<file path="src/rtl/ibhq_ram.sv">
`timescale 1ns / 1ps
module ibhq_ram #(
    parameter int WIDTH = 8,
    parameter int DEPTH = 16
) (
    input  logic                     i_clk,
    input  logic                     i_we,
    input  logic [$clog2(DEPTH)-1:0] i_waddr,
    input  logic [WIDTH-1:0]         i_wdata,
    input  logic [$clog2(DEPTH)-1:0] i_raddr,
    output logic [WIDTH-1:0]         o_rdata
);
    logic [WIDTH-1:0] r_mem [DEPTH];

    always_ff @(posedge i_clk) begin
        if (i_we) begin
            r_mem[i_waddr] <= i_wdata;
        end
        o_rdata <= r_mem[i_raddr];
    end
endmodule

</file>
<file path="config.mk">
export PLATFORM = sky130hd
export DESIGN_NAME = ibhq_ram
export DESIGN_NICKNAME = d
export VERILOG_FILES = /design/src/rtl/ibhq_ram.sv
export SDC_FILE = /design/constraint.sdc
export NUM_CORES = 1
export LEC_CHECK = 0
export BUFFER_PORTS_ARGS = -buffer_cell sky130_fd_sc_hd__buf_2
export CORE_MARGIN = 3
export CORE_UTILIZATION = 45
export CTS_CLUSTER_SIZE = 16
export DETAILED_ROUTE_END_ITERATION = 8
export GPL_TIMING_DRIVEN = 0
export PLACE_DENSITY = 0.66
export SKIP_LAST_GASP = 1
export SLEW_MARGIN = 5
export SYNTH_ARGS = -nofsm -noshare
export SYNTH_HDL_FRONTEND = slang
export SYNTH_SLANG_ARGS = --single-unit
</file>
<file path="constraint.sdc">
create_clock -name i_clk -period 6.3 [get_ports i_clk]
set_clock_uncertainty 0.2 [all_clocks]
set_input_delay 1.26 -clock i_clk [delete_from_list [all_inputs] [get_ports i_clk]]
set_output_delay 1.26 -clock i_clk [all_outputs]
set_load 0.1 [all_outputs]
</file>
Yosys cells after proc, flatten, opt, wreduce, memory -nomap -nowiden
Memory sizes are Yosys's and may differ from the RTL's. A register that Yosys moved wholly into a read port is not among the register bits.
Index checks and enable logic that the tools add are counted.
- muxes and demuxes: 2
- operator list (kind ; count):
    two-way mux 1 bit ; 2
- register bits after elaboration: 0
- memory bits (writable): 128
- input port bits: 18
- output and inout port bits: 8
- word-level logic and storage cells: 3
- memories: 1
- memory list (name ; depth ; bits a word ; rd ports ; clocked after Yosys merged registers in ; write ports ; line ; source):
    r_mem ; 16 ; 8 ; 1 ; 1 ; 1 ; 13 ; logic [WIDTH-1:0] r_mem [DEPTH];

Depth between registers and ports, before layout
- depth in word-level cells: 2
- mapped depth: 5

Worst setup path after synthesis
No wires, ideal clock.
- path type: input port to flip-flop
- start point: input i_waddr[2]
- end point: memory r_mem[0][0], enable pin
- setup time: 0.383 ns
- arrival: 2.370 ns
- data required time: 5.717 ns
- setup slack: 3.347 ns
- stages on the path: 2
- cells stage by stage: or3b_2 > nor3_1
- RTL lines (what ; line ; source):
    start, declared ; 8 ; input logic [$clog2(DEPTH)-1:0] i_waddr,
    end, declared ; 13 ;
No word-level cell before the write port.

Worst setup path after layout
- start point: input i_waddr[3]
- end point: memory r_mem[4][2], enable pin
No word-level cell before the write port.

==> out/summary.txt <==
Nets -> 290
Chip Width -> 113 µm
Reg clk slew, reported paths -> 50 ps
layout cells sized above 1 -> 29.5%
Post-Syn Nets -> 247
crit start category -> input port
area growth from synthesis to layout -> 18.6%
YS warnings -> 0
post-cts sizing count -> 0
Seq/Total Area, Yosys -> 77.8%
post-DR wirelength/cell -> 23.0 µm
first drt pass iteration count -> 4
row cnt -> 38
synth unique cells -> 19
max_slew headroom -> 18.5%
Initial Utilization -> 46.7%
PortBufs -> 24
Final Power -> 2230 µW
clk_lat worst skew -> 410 ps
CTS Sinks -> 136
most frequent cells in the layout -> 128 x edfxtp_1, 27 x buf_2, 18 x mux4_2
average via count per standard cell -> 5.58
Max Slew Vio Count -> 0
Max-Cap Viols -> 0
commonest non-fill, non-tap cell in the layout -> edfxtp_1
LEAKAGE -> 0.00205 µW
global-route usage over all layers -> 16.2%
die area -> 12,800 µm²
worst-case clock buffer depth -> 2
pwr/cell area -> 365 nW/µm²
First DRT Iteration DRCs -> 228
H-Tree Depth -> 4
synthesized area -> 5150 µm²
crit path DAT -> 2560 ps
gate count after technology mapping -> 229
Final Worst Setup Slack -> 3560 ps
RSZ-0062 raised after global routing -> false
remaining antenna violation count -> 0
Vert. Die Dim -> 113 µm
Slew @ Worst Pin -> 1210 ps
num ports -> 26
Final GP Congestion -> 0.732
Post-CTS Setup Repair Bufs -> 0
Core Box Area -> 11,000 µm²
total vias in the final route -> 2,371
hold_buf cts -> 0
Routed WL -> 9780 µm
sum of negative setup slack -> 0 ps
Period minus WS final -> 2740 ps
crit-path max FO -> 8
CTS tree -> yes
Yosys reg bits -> 136
status -> finished clean
syn_area_per_cell -> 22.5 µm²
first-pass GRT wire length -> 14,700 µm
critical path data required time -> 6110 ps
endpoint class of the critical path -> flip-flop
hpwl dp -> 5990 µm
Max VDD drop -> 0.000217 V
Hold Path Class -> reg2reg
CTS Root Cell -> clkbuf_16
grt ovf -> 0
vias in the first global route -> 2,487
initial antenna violation count -> 0
Setup CP Type -> in2reg
largest net degree at the start of global routing -> 17
Setup Viol. Count Final -> 0
Fin. Hold Viols -> 0
area of placed instances -> 5440 µm²
# diodes -> 0
Remaining DRCs -> 0
CTS buffer count -> 17
pre-CTS WS -> 2740 ps
final instance area -> 6100 µm²
fmax -> 0.365 GHz
final worst path period share -> 43.5%
## worst max-delay path: stages
cell      delay, ps
buf_2           130
nand3b_1        220
nor3_1          950
## kinds of logic after synthesis
group / count (synthesis) / share of synthesized area (%)
flops: 136 / 77.8
simple gates: 35 / 3.18
mux: 32 / 15.0
compound gates: 16 / 2.33
buf+inv: 10 / 1.68
## area by class of cell
| type | instances | area [µm²] |
|---|---|---|
| fill | 825 | 4930 |
| clock buffer | 21 | 460 |
| sequential | 136 | 4000 |
| multi-input combinational | 83 | 1060 |
| buffer | 10 | 86.3 |
| clock inverter | 11 | 196 |
| tap | 140 | 175 |
| timing repair buffer | 24 | 120 |
## state kept, by name, summed over array words and instances, names as in the netlist
| register | flops |
|---|---|
| r_mem | 128 |
| o_rdata | 8 |
## worst paths after layout
| path | start | to | slack, ps | cells after the start |
|---|---|---|---|---|
| hold / removal | r_mem[10][7] | o_rdata[7] | 480 | 3 |
| setup reg to reg | r_mem[15][0] | o_rdata[0] | 4670 | 3 |
| setup / recovery | i_waddr[3] | r_mem[4][2] | 3560 | 3 |
| hold reg to reg | r_mem[10][7] | o_rdata[7] | 480 | 3 |
## through the flow
stage,instances,hold slack (ps),util (%)
2_1_floorplan,229,429,-
3_3_place_gp,393,459,49.3
3_5_place_dp,393,475,49.3
4_1_cts,425,488,55.3
5_1_grt,425,516,55.3
6_report,425,483,55.3
## cells in the mapped netlist
cell type / count / area share (%)
dfxtp_1: 8 / 3.1
nor2b_1: 1 / 0.12
or3b_2: 1 / 0.17
nand3_1: 1 / 0.097
buf_4: 1 / 0.15
and2_1: 1 / 0.12
mux4_2: 18 / 7.9
buf_6: 3 / 0.66
clkdlybuf4s25_2: 3 / 0.58
buf_2: 3 / 0.29
nand3b_1: 2 / 0.29
nor2_1: 13 / 0.95
nor3_1: 4 / 0.39
and2b_1: 1 / 0.15
nand2b_1: 2 / 0.24
a22oi_1: 16 / 2.3
mux4_1: 14 / 7.1
nand2_1: 9 / 0.66
edfxtp_1: 128 / 75
## layer usage
metal,wire (µm),vias up,global-route usage [%]
met2,4770,70,25.5
met3,527,14,4.12
met1,4270,1226,21.9
met5,0,-,0
li1,-,1061,-
met4,214,0,6.65
## power by group
group          switching, µW  internal [µW]  total, µW  leakage (µW)
Clock                    350            725       1070      0.000313
Sequential              4.69           1010       1020       0.00122
Combinational           99.5           40.2        140      0.000516
Total                    454           1780       2230       0.00205
Power figures use the tool's default switching activity.
